===== config.mk =====
export PLATFORM = sky130hd
export DESIGN_NAME = header_block_frame_splitter
export DESIGN_NICKNAME = d
export VERILOG_FILES = /design/src/hbfs_pkg.sv /design/src/hbfs_emitter.sv /design/src/header_block_frame_splitter.sv
export SDC_FILE = /design/constraint.sdc
export NUM_CORES = 1
export LEC_CHECK = 0
export BUFFER_PORTS_ARGS = -buffer_cell sky130_fd_sc_hd__buf_2
export CAP_MARGIN = 5
export CORE_MARGIN = 5
export CORE_UTILIZATION = 38
export DETAILED_ROUTE_END_ITERATION = 10
export HOLD_SLACK_MARGIN = 0.03
export PLACE_DENSITY_LB_ADDON = 0.2
export SLEW_MARGIN = 20
export SYNTH_ARGS = -nofsm -noshare
export SYNTH_HDL_FRONTEND = slang
export SYNTH_HIERARCHICAL = 1
export SYNTH_SLANG_ARGS = --single-unit

===== constraint.sdc =====
create_clock -name clk -period 12.97 [get_ports clk]
set_input_delay 2.594 -clock clk [delete_from_list [all_inputs] [get_ports clk]]
set_output_delay 2.594 -clock clk [all_outputs]
set_load 0.02 [all_outputs]

===== src/hbfs_pkg.sv =====
// ----------------------------------------------------------------------------
// Header block frame splitter package
// Shared constants, the frame descriptor type and the header byte selector.
// ----------------------------------------------------------------------------
package hbfs_pkg;

  localparam logic [23:0] MFS_RESET         = 24'd16384;
  localparam logic [7:0]  TYPE_CONTINUATION = 8'd9;
  localparam logic [7:0]  FLAG_END_HEADERS  = 8'h04;
  localparam logic        OP_BEGIN          = 1'b0;
  localparam logic        OP_DATA           = 1'b1;
  localparam logic [3:0]  IDX_HDR_FIRST     = 4'd0;
  localparam logic [3:0]  IDX_HDR_LAST      = 4'd8;
  localparam logic [3:0]  IDX_PAYLOAD       = 4'd9;

  typedef struct packed {
    logic [23:0] len;
    logic [7:0]  ftype;
    logic [7:0]  flags;
    logic [31:0] stream;
    logic        has_hdr;
    logic        hdr_end;
    logic [7:0]  pay_byte;
    logic        has_pay;
    logic        pay_end;
    logic        err;
  } desc_t;

  function automatic logic [7:0] header_byte(input desc_t d, input logic [3:0] idx);
    logic [7:0] b;
    case (idx)
      4'd0:    b = d.len[23:16];
      4'd1:    b = d.len[15:8];
      4'd2:    b = d.len[7:0];
      4'd3:    b = d.ftype;
      4'd4:    b = d.flags;
      4'd5:    b = d.stream[31:24];
      4'd6:    b = d.stream[23:16];
      4'd7:    b = d.stream[15:8];
      4'd8:    b = d.stream[7:0];
      default: b = 8'd0;
    endcase
    return b;
  endfunction

endpackage


===== src/hbfs_emitter.sv =====
// ----------------------------------------------------------------------------
// Header block frame splitter output emitter
// Walks one frame descriptor out as its header words, its payload word or both.
// ----------------------------------------------------------------------------
module hbfs_emitter
  import hbfs_pkg::*;
(
  input  logic        clk,
  input  logic        rst_n,
  input  desc_t       desc_i,
  input  logic        desc_valid_i,
  output logic        desc_take_o,
  output logic        out_tvalid,
  input  logic        out_tready,
  output logic [15:0] out_tdata,   // out_byte, block_end, error_flag, zero fill
  output logic        out_tuser,   // is_header
  output logic        out_tlast
);

  desc_t      e_desc_r;
  logic       e_valid_r;
  logic [3:0] e_idx_r;
  logic       e_last;
  logic       is_hdr;
  logic [7:0] byte_sel;
  logic       end_sel;
  logic       err_sel;

  assign is_hdr = (e_idx_r != IDX_PAYLOAD);
  assign e_last = !is_hdr || ((e_idx_r == IDX_HDR_LAST) && !e_desc_r.has_pay);
  assign desc_take_o = !e_valid_r || (out_tready && e_last);

  always_comb begin
    if (is_hdr) begin
      byte_sel = header_byte(e_desc_r, e_idx_r);
      end_sel  = e_desc_r.hdr_end && (e_idx_r == IDX_HDR_LAST);
      err_sel  = 1'b0;
    end else begin
      byte_sel = e_desc_r.pay_byte;
      end_sel  = e_desc_r.pay_end;
      err_sel  = e_desc_r.err;
    end
  end

  assign out_tvalid = e_valid_r;
  assign out_tdata  = {6'd0, err_sel, end_sel, byte_sel};
  assign out_tuser  = is_hdr;
  assign out_tlast  = e_last;

  always_ff @(posedge clk) begin
    if (!rst_n) begin
      e_valid_r <= 1'b0;
      e_idx_r   <= IDX_HDR_FIRST;
    end else if (desc_take_o) begin
      e_valid_r <= desc_valid_i;
      e_idx_r   <= desc_i.has_hdr ? IDX_HDR_FIRST : IDX_PAYLOAD;
    end else if (out_tready) begin
      e_idx_r <= e_idx_r + 4'd1;
    end
  end

  always_ff @(posedge clk) begin
    if (desc_take_o) begin
      e_desc_r <= desc_i;
    end
  end

endmodule


===== src/header_block_frame_splitter.sv =====
// ----------------------------------------------------------------------------
// Header block frame splitter
// Cuts an encoded header block into a first frame and CONTINUATION frames.
// ----------------------------------------------------------------------------
// A begin word carries the block length, stream id, first frame type and flags;
// data words carry the payload bytes. While out_tready is high, the block emits
// one output word per clock: a payload byte, preceded by a nine-word frame
// header when it opens a new frame; an empty block gets a header alone. An input
// word is taken every clock while each one yields at most one output word, so
// payload streams at full rate; a word that opens a frame yields ten output words,
// and the one descriptor buffer ahead of the output emitter sets when input stalls.
module header_block_frame_splitter
  import hbfs_pkg::*;
(
  input  logic        clk,
  input  logic        rst_n,
  input  logic        in_tvalid,
  output logic        in_tready,
  input  logic [87:0] in_tdata,    // data_byte, block_length, stream_number,
                                   // first_type, opening_flags
  input  logic        in_tuser,    // operation
  output logic        out_tvalid,
  input  logic        out_tready,
  output logic [15:0] out_tdata,   // out_byte, block_end, error_flag, zero fill
  output logic        out_tuser,   // is_header
  output logic        out_tlast,   // last_of_run
  input  logic        cfg_valid,
  output logic        cfg_ready,
  input  logic [23:0] cfg_data     // max_frame_size
);

  logic [23:0] mfs_r;
  logic        open_r;
  logic [31:0] rem_r;
  logic [23:0] fleft_r;
  logic        first_done_r;
  logic [31:0] sv_stream_r;
  logic [7:0]  sv_type_r;
  logic [7:0]  sv_flags_r;
  logic        d_valid_r;
  desc_t       d_desc_r;

  logic        open_nxt;
  logic [31:0] rem_nxt;
  logic [23:0] fleft_nxt;
  logic        first_done_nxt;
  logic        d_valid_nxt;
  desc_t       d_desc_nxt;
  logic        produce;

  logic        d_take;
  logic        in_acc;
  logic [7:0]  in_byte;
  logic [31:0] in_len;
  logic [31:0] in_stream;
  logic [7:0]  in_type;
  logic [7:0]  in_flags;
  logic [23:0] mfs_eff;
  logic        rem_lt;
  logic        rem_le;
  logic [23:0] flen;
  logic [23:0] fl_cur;
  logic        need_hdr;

  assign in_byte   = in_tdata[7:0];
  assign in_len    = in_tdata[39:8];
  assign in_stream = in_tdata[71:40];
  assign in_type   = in_tdata[79:72];
  assign in_flags  = in_tdata[87:80];

  assign cfg_ready = 1'b1;
  assign in_tready = !d_valid_r || d_take;
  assign in_acc    = in_tvalid && in_tready;

  assign mfs_eff  = (mfs_r == 24'd0) ? 24'd1 : mfs_r;
  assign rem_lt   = rem_r < {8'd0, mfs_eff};
  assign rem_le   = rem_r <= {8'd0, mfs_eff};
  assign flen     = rem_lt ? rem_r[23:0] : mfs_eff;
  assign need_hdr = (fleft_r == 24'd0);
  assign fl_cur   = need_hdr ? flen : fleft_r;

  always_comb begin
    open_nxt       = open_r;
    rem_nxt        = rem_r;
    fleft_nxt      = fleft_r;
    first_done_nxt = first_done_r;
    produce        = 1'b0;
    d_desc_nxt     = '0;
    if (in_tuser == OP_BEGIN) begin
      first_done_nxt = 1'b0;
      fleft_nxt      = 24'd0;
      if (in_len == 32'd0) begin
        open_nxt           = 1'b0;
        rem_nxt            = 32'd0;
        produce            = 1'b1;
        d_desc_nxt.len     = 24'd0;
        d_desc_nxt.ftype   = in_type;
        d_desc_nxt.flags   = in_flags | FLAG_END_HEADERS;
        d_desc_nxt.stream  = in_stream;
        d_desc_nxt.has_hdr = 1'b1;
        d_desc_nxt.hdr_end = 1'b1;
      end else begin
        open_nxt = 1'b1;
        rem_nxt  = in_len;
      end
    end else if (!open_r) begin
      produce            = 1'b1;
      d_desc_nxt.has_pay = 1'b1;
      d_desc_nxt.err     = 1'b1;
    end else begin
      produce             = 1'b1;
      d_desc_nxt.len      = flen;
      d_desc_nxt.ftype    = first_done_r ? TYPE_CONTINUATION : sv_type_r;
      d_desc_nxt.flags    = (first_done_r ? 8'd0 : sv_flags_r)
                            | (rem_le ? FLAG_END_HEADERS : 8'd0);
      d_desc_nxt.stream   = sv_stream_r;
      d_desc_nxt.has_hdr  = need_hdr;
      d_desc_nxt.pay_byte = in_byte;
      d_desc_nxt.has_pay  = 1'b1;
      d_desc_nxt.pay_end  = (rem_r == 32'd1);
      if (need_hdr) begin
        first_done_nxt = 1'b1;
      end
      rem_nxt   = rem_r - 32'd1;
      fleft_nxt = fl_cur - 24'd1;
      if (rem_r == 32'd1) begin
        open_nxt  = 1'b0;
        fleft_nxt = 24'd0;
      end
    end
  end

  always_comb begin
    if (in_acc && produce) begin
      d_valid_nxt = 1'b1;
    end else if (d_take) begin
      d_valid_nxt = 1'b0;
    end else begin
      d_valid_nxt = d_valid_r;
    end
  end

  always_ff @(posedge clk) begin
    if (!rst_n) begin
      mfs_r        <= MFS_RESET;
      open_r       <= 1'b0;
      rem_r        <= 32'd0;
      fleft_r      <= 24'd0;
      first_done_r <= 1'b0;
      sv_stream_r  <= 32'd0;
      sv_type_r    <= 8'd0;
      sv_flags_r   <= 8'd0;
      d_valid_r    <= 1'b0;
    end else begin
      d_valid_r <= d_valid_nxt;
      if (cfg_valid) begin
        mfs_r <= cfg_data;
      end
      if (in_acc) begin
        open_r       <= open_nxt;
        rem_r        <= rem_nxt;
        fleft_r      <= fleft_nxt;
        first_done_r <= first_done_nxt;
        if ((in_tuser == OP_BEGIN) && (in_len != 32'd0)) begin
          sv_stream_r <= in_stream;
          sv_type_r   <= in_type;
          sv_flags_r  <= in_flags;
        end
      end
    end
  end

  always_ff @(posedge clk) begin
    if (in_acc && produce) begin
      d_desc_r <= d_desc_nxt;
    end
  end

  hbfs_emitter u_emitter (
    .clk          (clk),
    .rst_n        (rst_n),
    .desc_i       (d_desc_r),
    .desc_valid_i (d_valid_r),
    .desc_take_o  (d_take),
    .out_tvalid   (out_tvalid),
    .out_tready   (out_tready),
    .out_tdata    (out_tdata),
    .out_tuser    (out_tuser),
    .out_tlast    (out_tlast)
  );

endmodule

==> metrics.sh, run 1 <==
STATUS='completed'
MAXSLEWVIOLCOUNT=0
FIN_NETS=1691
SKEW_NS=0.0186
DESIGN.CORE.AREA_UM2=38600
TIMING.FINAL.CRIT_PERIOD_NS=6.14
CLKLATENCYLATEPIN_NS=0.55
WORST_SETUP_HOLD_PATH_CLK_SLEW_NS=0.06
SYNTHESIS.INSTANCES=1456
POST_CTS_BUFFERS=0
DETAILED_PLACE.AREA_UM2=15800
CTS_BUFFER_DEPTH=3
CLKSINKCOUNT=305
MAXIMUM_NUMBER_OF_PINS_ON_ONE_NET_BEFORE_GLOBAL_ROUTE_REPAIR=86
CRITPATHLAUNCHTYPE='input pin'
YOSYS-TOP-CELLS-AREA='edfxtp_1 (34%), dfxtp_1 (18%), nand2_1 (6.0%), a21boi_0 (3.1%), a22o_1 (2.9%)'
ROWS=72
AVGSYNTHCELLAREA_UM2=10.1
SYNTH.TOP_CELLS.BY_COUNT='nand2_1 (235), edfxtp_1 (169), dfxtp_1 (136)'
IOS=139
REQUIRED_TIME_AT_THE_WORST_SLACK_ENDPOINT_NS=10.38
CTS.REPAIR.RESIZED=0
SETUP_REPAIR_AFTER_GLOBAL_ROUTING_MISSED_ITS_MARGIN='false'
BUFFER_PORTS.INSERTED=131
HOLD_PATH.CLASS='flip-flop to flip-flop'
FINALWIRELENGTH_MM=43.3
SYNTH.YOSYS.WARNINGS=6
VIAS_PER_CELL=5.60
PLACEMENT.SETUP.WORST_SLACK_NS=6.84
LAYOUT-AREA-OVERHEAD-VS-SYNTH_PCT=15.5
CRIT_FANOUT=8
DRT_FIRST_ITER_VIOLATIONS=917
MAX_FREQ_MHz=163
GP_CONGESTION=0.885
DETAIL_ROUTE.WL_PER_CELL_UM=20.7
GRT_PASS1_VIAS=11110
CRITICAL_PATH_ARRIVAL_NS=3.55
STDCELL_AREA_UM2=17100
KIND_OF_END_POINT_OF_THE_CRITICAL_PATH='output port'
TIMING_WORST_SLEW_PIN_VALUE_NS=1.10
P_LEAK_uW=0.00651
YOSYS_REGISTER_BITS=305
ANT_NETS=0
FINAL_CRITICAL_PATH_SETUP_SLACK_NS=6.83
MAPPED_CELL_AREA_UM2=14800
SYNTH_ASYNC_SR_FLOP_SHARE_PCT=0
ROUTE.DETAILED.DRC=0
FINAL_SETUP_FAILS=0
IR_WORST_VDD_uV=96.7
POWERDENSITY_nW_PER_UM2=153
CTS_TREE='yes'
DIE_AREA_UM2=42900
HTREE_LEVELS=2
FINALSETUPTNS_NS=0
CTS_ROOT_BUFFER='clkbuf_16'
ANTENNA_FOUND_INITIAL=3
HOLDBUFCOUNTCTS=0
YOSYSUNIQUECELLTYPES=78
YS_SEQ_AREA_SHARE_PCT=52.8
HOLD_VIOLATIONS=0
DETAILED_PLACE_HPWL_MM=29.8
DIE_W_UM=207
DOMINANTREGCELLSYNTH='edfxtp_1'
GROUTE.USAGE.OVERALL_PCT=19.5
POST-SYNTH-TOP-AREA-CELL='edfxtp_1'
MAX-CAP-VIOLATIONS=0
YOSYSMOSTFREQUENTCELL='nand2_1'
DRT_PRE_ANTENNA_ITERS=5
ROUTE.VIAS.TOTAL=11688
FINAL.FILL_COUNT=3728
GRT_PASS1_WL_MM=66.9
NUMBER_OF_ENABLE_FLIP_FLOP_CELLS_AFTER_SYNTHESIS=169
DIE_H_UM=207
TIMING.SLEW.HEADROOM_PCT=26.3
FLOORPLAN.INITIALDENSITY_PCT=38.3
SYNTH_TOP_AREA_SHARE_PCT=34.4
FINAL_LAYOUT_SIZE_SUFFIX_GT1_SHARE_PCT=15.7
POST-ROUTE-PERIOD-UTIL_PCT=47.3
GLOBAL_ROUTE.OVERFLOW_TOTAL=0
TRITONCTS.NUM_BUFFERS=35
CRITICALPATHCATEGORY='input pin to output port'
[where the power goes]
group | total, µW | internal (µW) | leakage, µW | switching, µW
Clock | 1010 | 605 | 0.000584 | 409
Combinational | 483 | 174 | 0.00306 | 309
Sequential | 1110 | 1070 | 0.00287 | 45.3
[metal layers]
layer / GRT usage, % / vias to the layer above / wire [µm]
met5: 0 / - / 0
met4: 5.04 / 0 / 986
met3: 3.62 / 62 / 2460
met2: 30.5 / 386 / 19700
met1: 28.2 / 5652 / 20100
li1: - / 5588 / -
[sequential cells by signal, indices dropped and copies added, names as in the netlist]
signal and flops:
d_desc_r 85, d_valid_r 1, first_done_r 1, fleft_r 24, mfs_r 24, open_r 1, rem_r 32, sv_flags_r 8
sv_stream_r 32, sv_type_r 8, u_emitter/e_desc_r 84, u_emitter/e_idx_r 4, u_emitter/out_tvalid 1
[worst max-delay path: stages]
cell      delay, ns
buf_2          0.14
a21boi_1       0.26
clkinv_2       0.09
nand2b_1       0.24
buf_2          0.21
[logic make-up after synthesis]
family                     count (synthesis)  share of synthesized area (%)
adders and majority gates                 31                           2.63
muxes                                     45                           3.08
and+or+nand+nor                          542                           18.2
xor gates and xnor gates                  17                           1.01
DFF                                      305                           52.8
AOI/OAI and AO/OA                        365                           18.0
buffers and inverters                    149                           4.29
other                                      2                         0.0509
[layout make-up]
class / count / area (µm²) / area share [%]
clock buffers: 46 / 987 / 5.79
repair buffers: 156 / 870 / 5.10
well taps: 518 / 648 / 3.80
inverters: 37 / 140 / 0.822
flip-flops and latches: 305 / 7800 / 45.7
clock inverters: 18 / 211 / 1.24
multi-input cells: 1007 / 6400 / 37.5
diodes: 2 / 5.00 / 0.0293
[placed cells by master, fill, tap and decap left out, drive strengths merged, types with 15 or more instances in the layout]
cell	count
a21oi	77
a22oi	25
ha	31
inv	39
clkbuf	46
nor4	35
or4	17
mux2i	41
a21boi	61
o21ai	39
dfxtp	136
a22o	49
and3	33
nor2	41
edfxtp	169
buf	156
or3	16
nor2b	45
nand3	40
nor3	29
nand2	235
nand4	15
[stage by stage]
step / hold slack (ns) / utilization (%) / power (µW) / instances
floorplan: 0.400 / - / 1460 / 1461
global placement: 0.401 / 41.0 / 1600 / 2022
detailed placement: 0.405 / 41.0 / 1610 / 2022
CTS: 0.405 / 44.1 / 2630 / 2086
global route: 0.421 / 44.2 / 2730 / 2088
finish: 0.409 / 44.2 / 2610 / 2089
[worst paths after layout]
check / startpoint / endpoint / slack [ns] / depth (start not counted)
worst max register to register: mfs_r[22]$_SDFFE_PN0P_ / fleft_r[18]$_SDFFE_PN0P_ / 7.66 / 14
worst min-delay path: d_desc_r[26]$_DFFE_PP_ / u_emitter/e_desc_r[26]$_DFFE_PN_ / 0.41 / 0
worst max-delay path: out_tready / in_tready / 6.83 / 5
worst min register to register: d_desc_r[26]$_DFFE_PP_ / u_emitter/e_desc_r[26]$_DFFE_PN_ / 0.41 / 0
No activity file was read; power rests on OpenSTA's default activity.
==> inputs of run 2 (changes only) <==
Clock period 12.97 ns to 5.36 ns, I/O delays scaled along.
==> run 2 against run 1 <==
Worst setup slack worse by 6.1 ns. Non-clock buffer count grew 19. Hold slack got worse by 0.0059 ns. First-iteration DRC count up 5.0%. Critical path depth increased by 11. Total power is 140% higher. Largest power group unchanged. Die area did not move. Via count increased by 1.8%. Clock skew fell by 0.00077 ns. Design area rose by 0.80%. Combinational power rose to 2.5 times the previous value.
==> metrics.sh, run 2 (same netlist as run 1, synthesis figures left out) <==
POST_CTS_BUFFERS=0  # unchanged
LEADING_REGISTERS_BY_FLOP_COUNT='d_desc_r: 85 flops, u_emitter/e_desc_r: 84 flops'
DIE_H_UM=207  # unchanged
KIND_OF_END_POINT_OF_THE_CRITICAL_PATH='flip-flop'
CRITICALPATHCATEGORY='flip-flop to flip-flop'
ROUTE.VIAS.TOTAL=11894  # +1.8%
FIN_NETS=1712  # +1.2%
CLKLATENCYLATEPIN_NS=0.56  # about the same
SETUP_REPAIR_AFTER_GLOBAL_ROUTING_MISSED_ITS_MARGIN='false'
REG2REG_FROM='mfs_r[6]$_SDFFE_PN0P_'
P_COMB_SHARE_PCT=19.4  # +0.9 points
MAX_FREQ_MHz=216
R2R-END='fleft_r[18]$_SDFFE_PN0P_'
FIN_HOLD_WS_NS=0.403  # -0.00594 ns
CTS_ROOT_BUFFER='clkbuf_16'
ANTENNA_CELLS_INSERTED=0  # -2
CTS.REPAIR.RESIZED=0  # unchanged
P_LEAK_uW=0.00660  # +1.4%
CRITICAL_PATH_ARRIVAL_NS=5.11  # +1.56 ns
DETAILED_PLACE_HPWL_MM=32.6  # +9.5%
ROWS=72  # unchanged
FINISH.UTILIZATION_PCT=44.6  # +0.35 points
NET-SWITCHING-POWER_uW=1890  # +150%
IR_WORST_VDD_uV=230  # +140%
LAYOUT.CELLS.NON_FILLER=2109  # +0.96%
FINAL_LAYOUT_SIZE_SUFFIX_GT1_SHARE_PCT=16.6  # +0.91 points
FINAL_SETUP_FAILS=0  # unchanged
TRITONCTS.NUM_BUFFERS=37  # +5.7%
TIMING.SLEW.HEADROOM_PCT=32.6  # +6.4 points
HOLD_PATH.CLASS='flip-flop to flip-flop'
CRIT_FANOUT=16  # +8
HOLD_VIOLATIONS=0  # unchanged
MAX-CAP-VIOLATIONS=0  # unchanged
REG2REGPATHDEPTH=16  # +2
DIE_AREA_UM2=42900  # unchanged
DIE_W_UM=207  # unchanged
TIMING.REG2REG.SETUP_SLACK_NS=0.73  # -6.93 ns
SETUP.WORST_PATH.START='mfs_r[6]$_SDFFE_PN0P_'
FINALWIRELENGTH_MM=45.8  # +5.9%
INTERNAL_POWER_uW=4450  # +140%
DRT_FIRST_ITER_VIOLATIONS=963  # +5.0%
BUFFER_PORTS.INSERTED=131  # unchanged
MAXIMUM_NUMBER_OF_PINS_ON_ONE_NET_BEFORE_GLOBAL_ROUTE_REPAIR=78  # -9.3%
HOLDBUFCOUNTCTS=0  # unchanged
SHARE_OF_POWER_BURNED_IN_REGISTERS_PCT=42.2  # -0.5 points
ANTENNA_FOUND_INITIAL=2  # -1
CTS_BUFFER_DEPTH=3  # unchanged
HOLD_PATH.STARTPOINT='d_desc_r[69]$_SDFFCE_PN0P_'
GRT_PASS1_WL_MM=70.0  # +4.5%
WORST_HOLD_PATH.NUM_CELLS=0  # unchanged
GLOBAL_ROUTE.OVERFLOW_TOTAL=0  # unchanged
POWERDENSITY_nW_PER_UM2=369  # +140%
HTREE_LEVELS=2  # unchanged
GROUTE.USAGE.OVERALL_PCT=20.6  # +1.0 points
VIAS_PER_CELL=5.64  # +0.80%
DESIGN.CORE.AREA_UM2=38600  # unchanged
PLACED_CELLS=2042  # +0.99%
ANT_NETS=0  # unchanged
GRT_PASS1_VIAS=11464  # +3.2%
CLKSINKCOUNT=305  # unchanged
FLIP_FLOP_COUNT_OF_THE_LARGEST_REGISTER_ALL_COPIES_AND_WORDS_ADDED=85  # unchanged
WORST_SETUP_HOLD_PATH_CLK_SLEW_NS=0.06  # about the same
FINALSETUPTNS_NS=0  # unchanged
STATUS='completed'
REQUIRED_TIME_AT_THE_WORST_SLACK_ENDPOINT_NS=5.84  # -4.54 ns
FINAL_COMMON_CELL='nand2_1'
LAYOUT-AREA-OVERHEAD-VS-SYNTH_PCT=16.4
HOLD_END='u_emitter/e_desc_r[69]$_DFFE_PN_'
FLOORPLAN.INITIALDENSITY_PCT=38.3  # unchanged
POST-ROUTE-PERIOD-UTIL_PCT=86.5
IOS=139  # unchanged
DETAIL_ROUTE.WL_PER_CELL_UM=21.7  # +4.9%
TIMING.FINAL.CRIT_PERIOD_NS=4.63
REGISTERS.TOP_BY_FF_COUNT='d_desc_r'
GP_CONGESTION=0.937  # +5.9%
TIMING_WORST_SLEW_PIN_VALUE_NS=1.01  # -0.0918 ns
CTS_TREE='yes'
SHARE_CLK_OF_TOTAL_POWER_PCT=38.4  # -0.5 points
SKEW_NS=0.0178  # -0.000767 ns
CRITPATHLAUNCHTYPE='flip-flop'
DRT_PRE_ANTENNA_ITERS=5  # unchanged
MAXSLEWVIOLCOUNT=0  # unchanged
FINAL_CELL_MIX='nand2_1 (235), edfxtp_1 (169), dfxtp_1 (136), buf_2 (130), a21oi_1 (76)'
SW_SHARE_PCT=29.8  # +0.59 points
ROUTE.DETAILED.DRC=0  # unchanged
[run 2: through the flow]
stage	cell area [µm²]	total power, µW	setup WS (ns)
5_1_grt	17200	6640	0.423
3_3_place_gp	16000	3930	0.861
6_report	17200	6350	0.725
4_1_cts	17200	6400	0.825
3_5_place_dp	16000	3930	0.856
2_1_floorplan	14800	3520	0.126
[run 2: worst max-delay path, cell delays in order (launching register included)]
cell and delay [ns]:
dfxtp_1 0.38, nor4_1 0.52, nand4_1 0.15, o21bai_1 0.28, ha_1 0.20, nor2b_1 0.04
o211ai_1 0.15, a21o_1 0.16, and3_1 0.50, o22ai_1 0.25, a21oi_1 0.37, ha_1 0.26
nand4_1 0.19, and4bb_1 0.38, nand4_1 0.19, or4_1 0.44, nand3_1 0.10
[run 2: cell type report]
type | count | area, µm²
Timing Repair Buffer | 175 | 1010
Sequential cell | 305 | 7800
Clock buffer | 50 | 1030
Multi-Input combinational cell | 1007 | 6390
Tap cell | 518 | 648
Fill cell | 3729 | 21400
Inverter | 37 | 140
Clock inverter | 17 | 169
[run 2: how the worst max path moves through the flow]
stage | endpoint | cells after the start | slack (ns)
floorplan | d_desc_r[0]$_SDFFCE_PN0P_ | 5 | 0.13
global placement | fleft_r[22]$_SDFFE_PN0P_ | 14 | 0.86
detailed placement | fleft_r[22]$_SDFFE_PN0P_ | 14 | 0.86
CTS | fleft_r[18]$_SDFFE_PN0P_ | 16 | 0.83
global route | fleft_r[17]$_SDFFE_PN0P_ | 14 | 0.42
finish | fleft_r[18]$_SDFFE_PN0P_ | 16 | 0.73
[run 2: power groups by stage]
stage | Combinational, µW | Clock, µW | Sequential, µW
after floorplan | 840 | 0 | 2680
after global placement | 1210 | 0 | 2720
after detailed placement | 1210 | 0 | 2730
after CTS | 1220 | 2510 | 2680
after global routing | 1340 | 2610 | 2690
final | 1230 | 2440 | 2680
[run 2: per-layer routing]
metal,vias up,track usage (%),wire [µm]
met5,-,0,14
met4,4,6.22,1190
met3,74,3.54,2910
met2,422,31.8,20700
met1,5779,29.7,21000
li1,5615,-,-
==> inputs of run 3 (changes only) <==
Settings changed: CORE_MARGIN 5 to 2.
==> run 3 against run 2 <==
Final cell count up 0.14%. Sequential power about the same. Non-clock buffer count up 3. Worst setup slack worse by 0.0082 ns.
==> metrics.sh, run 3 (same netlist as run 1, synthesis figures left out) <==
ANTENNA_FOUND_INITIAL=2  # unchanged
HTREE_LEVELS=2  # unchanged
CTS_TREE='yes'
CTS_ROOT_BUFFER='clkbuf_16'
SKEW_NS=0.0308  # +0.0130 ns
CP_TOP_FAMILY='simple AND/OR/NAND/NOR gates'
CLKSINKCOUNT=305  # unchanged
ROUTE.DETAILED.DRC=0  # unchanged
ANT_NETS=0  # unchanged
FLOORPLAN.INITIALDENSITY_PCT=38.4  # +0.090 points
TIMING_WORST_SLEW_PIN_VALUE_NS=1.08  # +0.0745 ns
MAXSLEWVIOLCOUNT=0  # unchanged
CLKLATENCYLATEPIN_NS=0.56  # about the same
CPPEAKSTAGEDELAY_NS=0.54  # +0.02 ns
REGISTERS.TOP_BY_FF_COUNT='d_desc_r'
DRT_FIRST_ITER_VIOLATIONS=1091  # +13%
CRIT_FANOUT=14  # -2
TIMING.REG2REG.SETUP_SLACK_NS=0.72  # about the same
DRT_PRE_ANTENNA_ITERS=6  # +1
WORST_PATH_BUFFER_PLUS_INVERTER_COUNT=0  # unchanged
LAYOUT-AREA-OVERHEAD-VS-SYNTH_PCT=16.6
TIMING.SLEW.HEADROOM_PCT=27.4  # -5.2 points
GP_CONGESTION=0.946  # +0.93%
HOLD_PATH.CLASS='flip-flop to flip-flop'
DETAIL_ROUTE.WL_PER_CELL_UM=21.7  # about the same
CTS_BUFFER_DEPTH=3  # unchanged
FINAL_CELL_MIX='nand2_1 (235), edfxtp_1 (169), dfxtp_1 (136), buf_2 (130), a21oi_1 (76)'
FINAL_COMMON_CELL='nand2_1'
GROUTE.USAGE.OVERALL_PCT=22.3  # +1.8 points
GLOBAL_ROUTE.OVERFLOW_TOTAL=0  # unchanged
TIMING.CRITICAL_PATH.CELLS='nor4_1, nand4_1, o21bai_1, ha_1, nor2b_1, o211ai_1, a21o_1, and3_1, nor2_1, a2111o_1, nor4_1, nand4_1, or4_1, nand3_1'
IOS=139  # unchanged
ROWS=72  # unchanged
BUSIEST_LAYER='met2'
TIMING.FINAL.CRIT_PERIOD_NS=4.64  # +0.00820 ns
CTS.REPAIR.RESIZED=0  # unchanged
POWERDENSITY_nW_PER_UM2=371  # +0.55%
CRITICAL_PATH.SLOWEST_CELL='nor4_1'
WORST_SETUP_HOLD_PATH_CLK_SLEW_NS=0.06  # about the same
FINAL_LAYOUT_SIZE_SUFFIX_GT1_SHARE_PCT=16.8  # +0.23 points
FINALSETUPTNS_NS=0  # unchanged
REQUIRED_TIME_AT_THE_WORST_SLACK_ENDPOINT_NS=5.86  # +0.02 ns
MAX_FREQ_MHz=215  # -0.18%
FIN_HOLD_WS_NS=0.395  # -0.00870 ns
SETUP_REPAIR_AFTER_GLOBAL_ROUTING_MISSED_ITS_MARGIN='false'
KIND_OF_END_POINT_OF_THE_CRITICAL_PATH='flip-flop'
GRT_PASS1_WL_MM=68.9  # -1.5%
MAXIMUM_NUMBER_OF_PINS_ON_ONE_NET_BEFORE_GLOBAL_ROUTE_REPAIR=85  # +9.0%
GRT_UTIL_MET1_PCT=32.0  # +2.3 points
VIAS_PER_CELL=5.64  # about the same
HOLDBUFCOUNTCTS=0  # unchanged
DIE_W_UM=201  # -2.9%
POST-ROUTE-PERIOD-UTIL_PCT=86.6  # +0.15 points
POST_CTS_BUFFERS=0  # unchanged
IR_WORST_VDD_uV=244  # +5.7%
HOLD_VIOLATIONS=0  # unchanged
MAX-CAP-VIOLATIONS=0  # unchanged
P_LEAK_uW=0.00662  # +0.33%
STATUS='completed'
CRITICAL_PATH_ARRIVAL_NS=5.14  # +0.03 ns
GROUTE.LAYER.MET3.USAGE_PCT=4.28  # +0.74 points
DETAILED_PLACE_HPWL_MM=32.3  # -1.1%
FIN_NETS=1714  # +0.12%
FLIP_FLOP_COUNT_OF_THE_LARGEST_REGISTER_ALL_COPIES_AND_WORDS_ADDED=85  # unchanged
CRITICALPATHCATEGORY='flip-flop to flip-flop'
CRITPATHLAUNCHTYPE='flip-flop'
ROUTE.VIAS.TOTAL=11920  # +0.22%
FINALWIRELENGTH_MM=45.9  # +0.11%
TRITONCTS.NUM_BUFFERS=36  # -2.7%
GRT_UTIL_MET2_PCT=33.7  # +1.9 points
DESIGN.CORE.AREA_UM2=38500  # -0.23%
BUFFER_PORTS.INSERTED=131  # unchanged
DIE_AREA_UM2=40400  # -5.7%
DIE_H_UM=201  # -2.9%
FINAL_SETUP_FAILS=0  # unchanged
GRT_PASS1_VIAS=11045  # -3.7%
LEADING_REGISTERS_BY_FLOP_COUNT='d_desc_r: 85 flops, u_emitter/e_desc_r: 84 flops'
==> run 3: cell count changes in the layout (fill, tap and decap cells not counted), sizes merged <==
cell      before  now
inv           37   38
clkinvlp       3    2
diode          0    1
clkbuf        50   48
bufinv         1    2
buf          175  178
==> run 3: cell type report <==
type                            count  area [µm²]
Antenna cell                        1        2.50
Clock buffer                       48        1020
Clock inverter                     18         183
Fill cell                        3662       21200
Inverter                           37         140
Multi-Input combinational cell   1007        6390
Sequential cell                   305        7800
Tap cell                          518         648
Timing Repair Buffer              178        1040
==> run 3: worst paths after layout <==
path	endpoint	from	depth (start not counted)
setup / recovery	fleft_r[18]$_SDFFE_PN0P_	mfs_r[10]$_SDFFE_PN0P_	14
hold / removal	u_emitter/e_desc_r[47]$_DFFE_PN_	d_desc_r[47]$_DFFE_PP_	0
setup reg to reg	fleft_r[18]$_SDFFE_PN0P_	mfs_r[10]$_SDFFE_PN0P_	14
hold reg to reg	u_emitter/e_desc_r[47]$_DFFE_PN_	d_desc_r[47]$_DFFE_PP_	0
==> run 3: stage by stage <==
stage | setup slack, ns | total power [µW] | instance area (µm²) | cells | util, %
after global routing | 0.327 | 6650 | 17200 | 2111 | 44.8
after detailed placement | 0.791 | 3940 | 16000 | 2045 | 41.6
after floorplan | 0.126 | 3520 | 14800 | 1461 | -
after CTS | 0.789 | 6430 | 17200 | 2111 | 44.7
after global placement | 0.763 | 3930 | 16000 | 2045 | 41.6
final | 0.717 | 6390 | 17200 | 2112 | 44.8
==> run 3: power breakdown <==
group	switching, µW	internal [µW]	total [µW]
registers	92.3	2580	2680
logic	798	442	1240
clock network	1030	1450	2480
==> run 3: metal layers <==
metal	share of wire (%)	vias to the layer above	routed length, µm
li1	-	5635	-
met1	45	5750	20600
met2	45	463	20500
met3	7.5	72	3450
met4	3.0	0	1390
met5	0	-	0
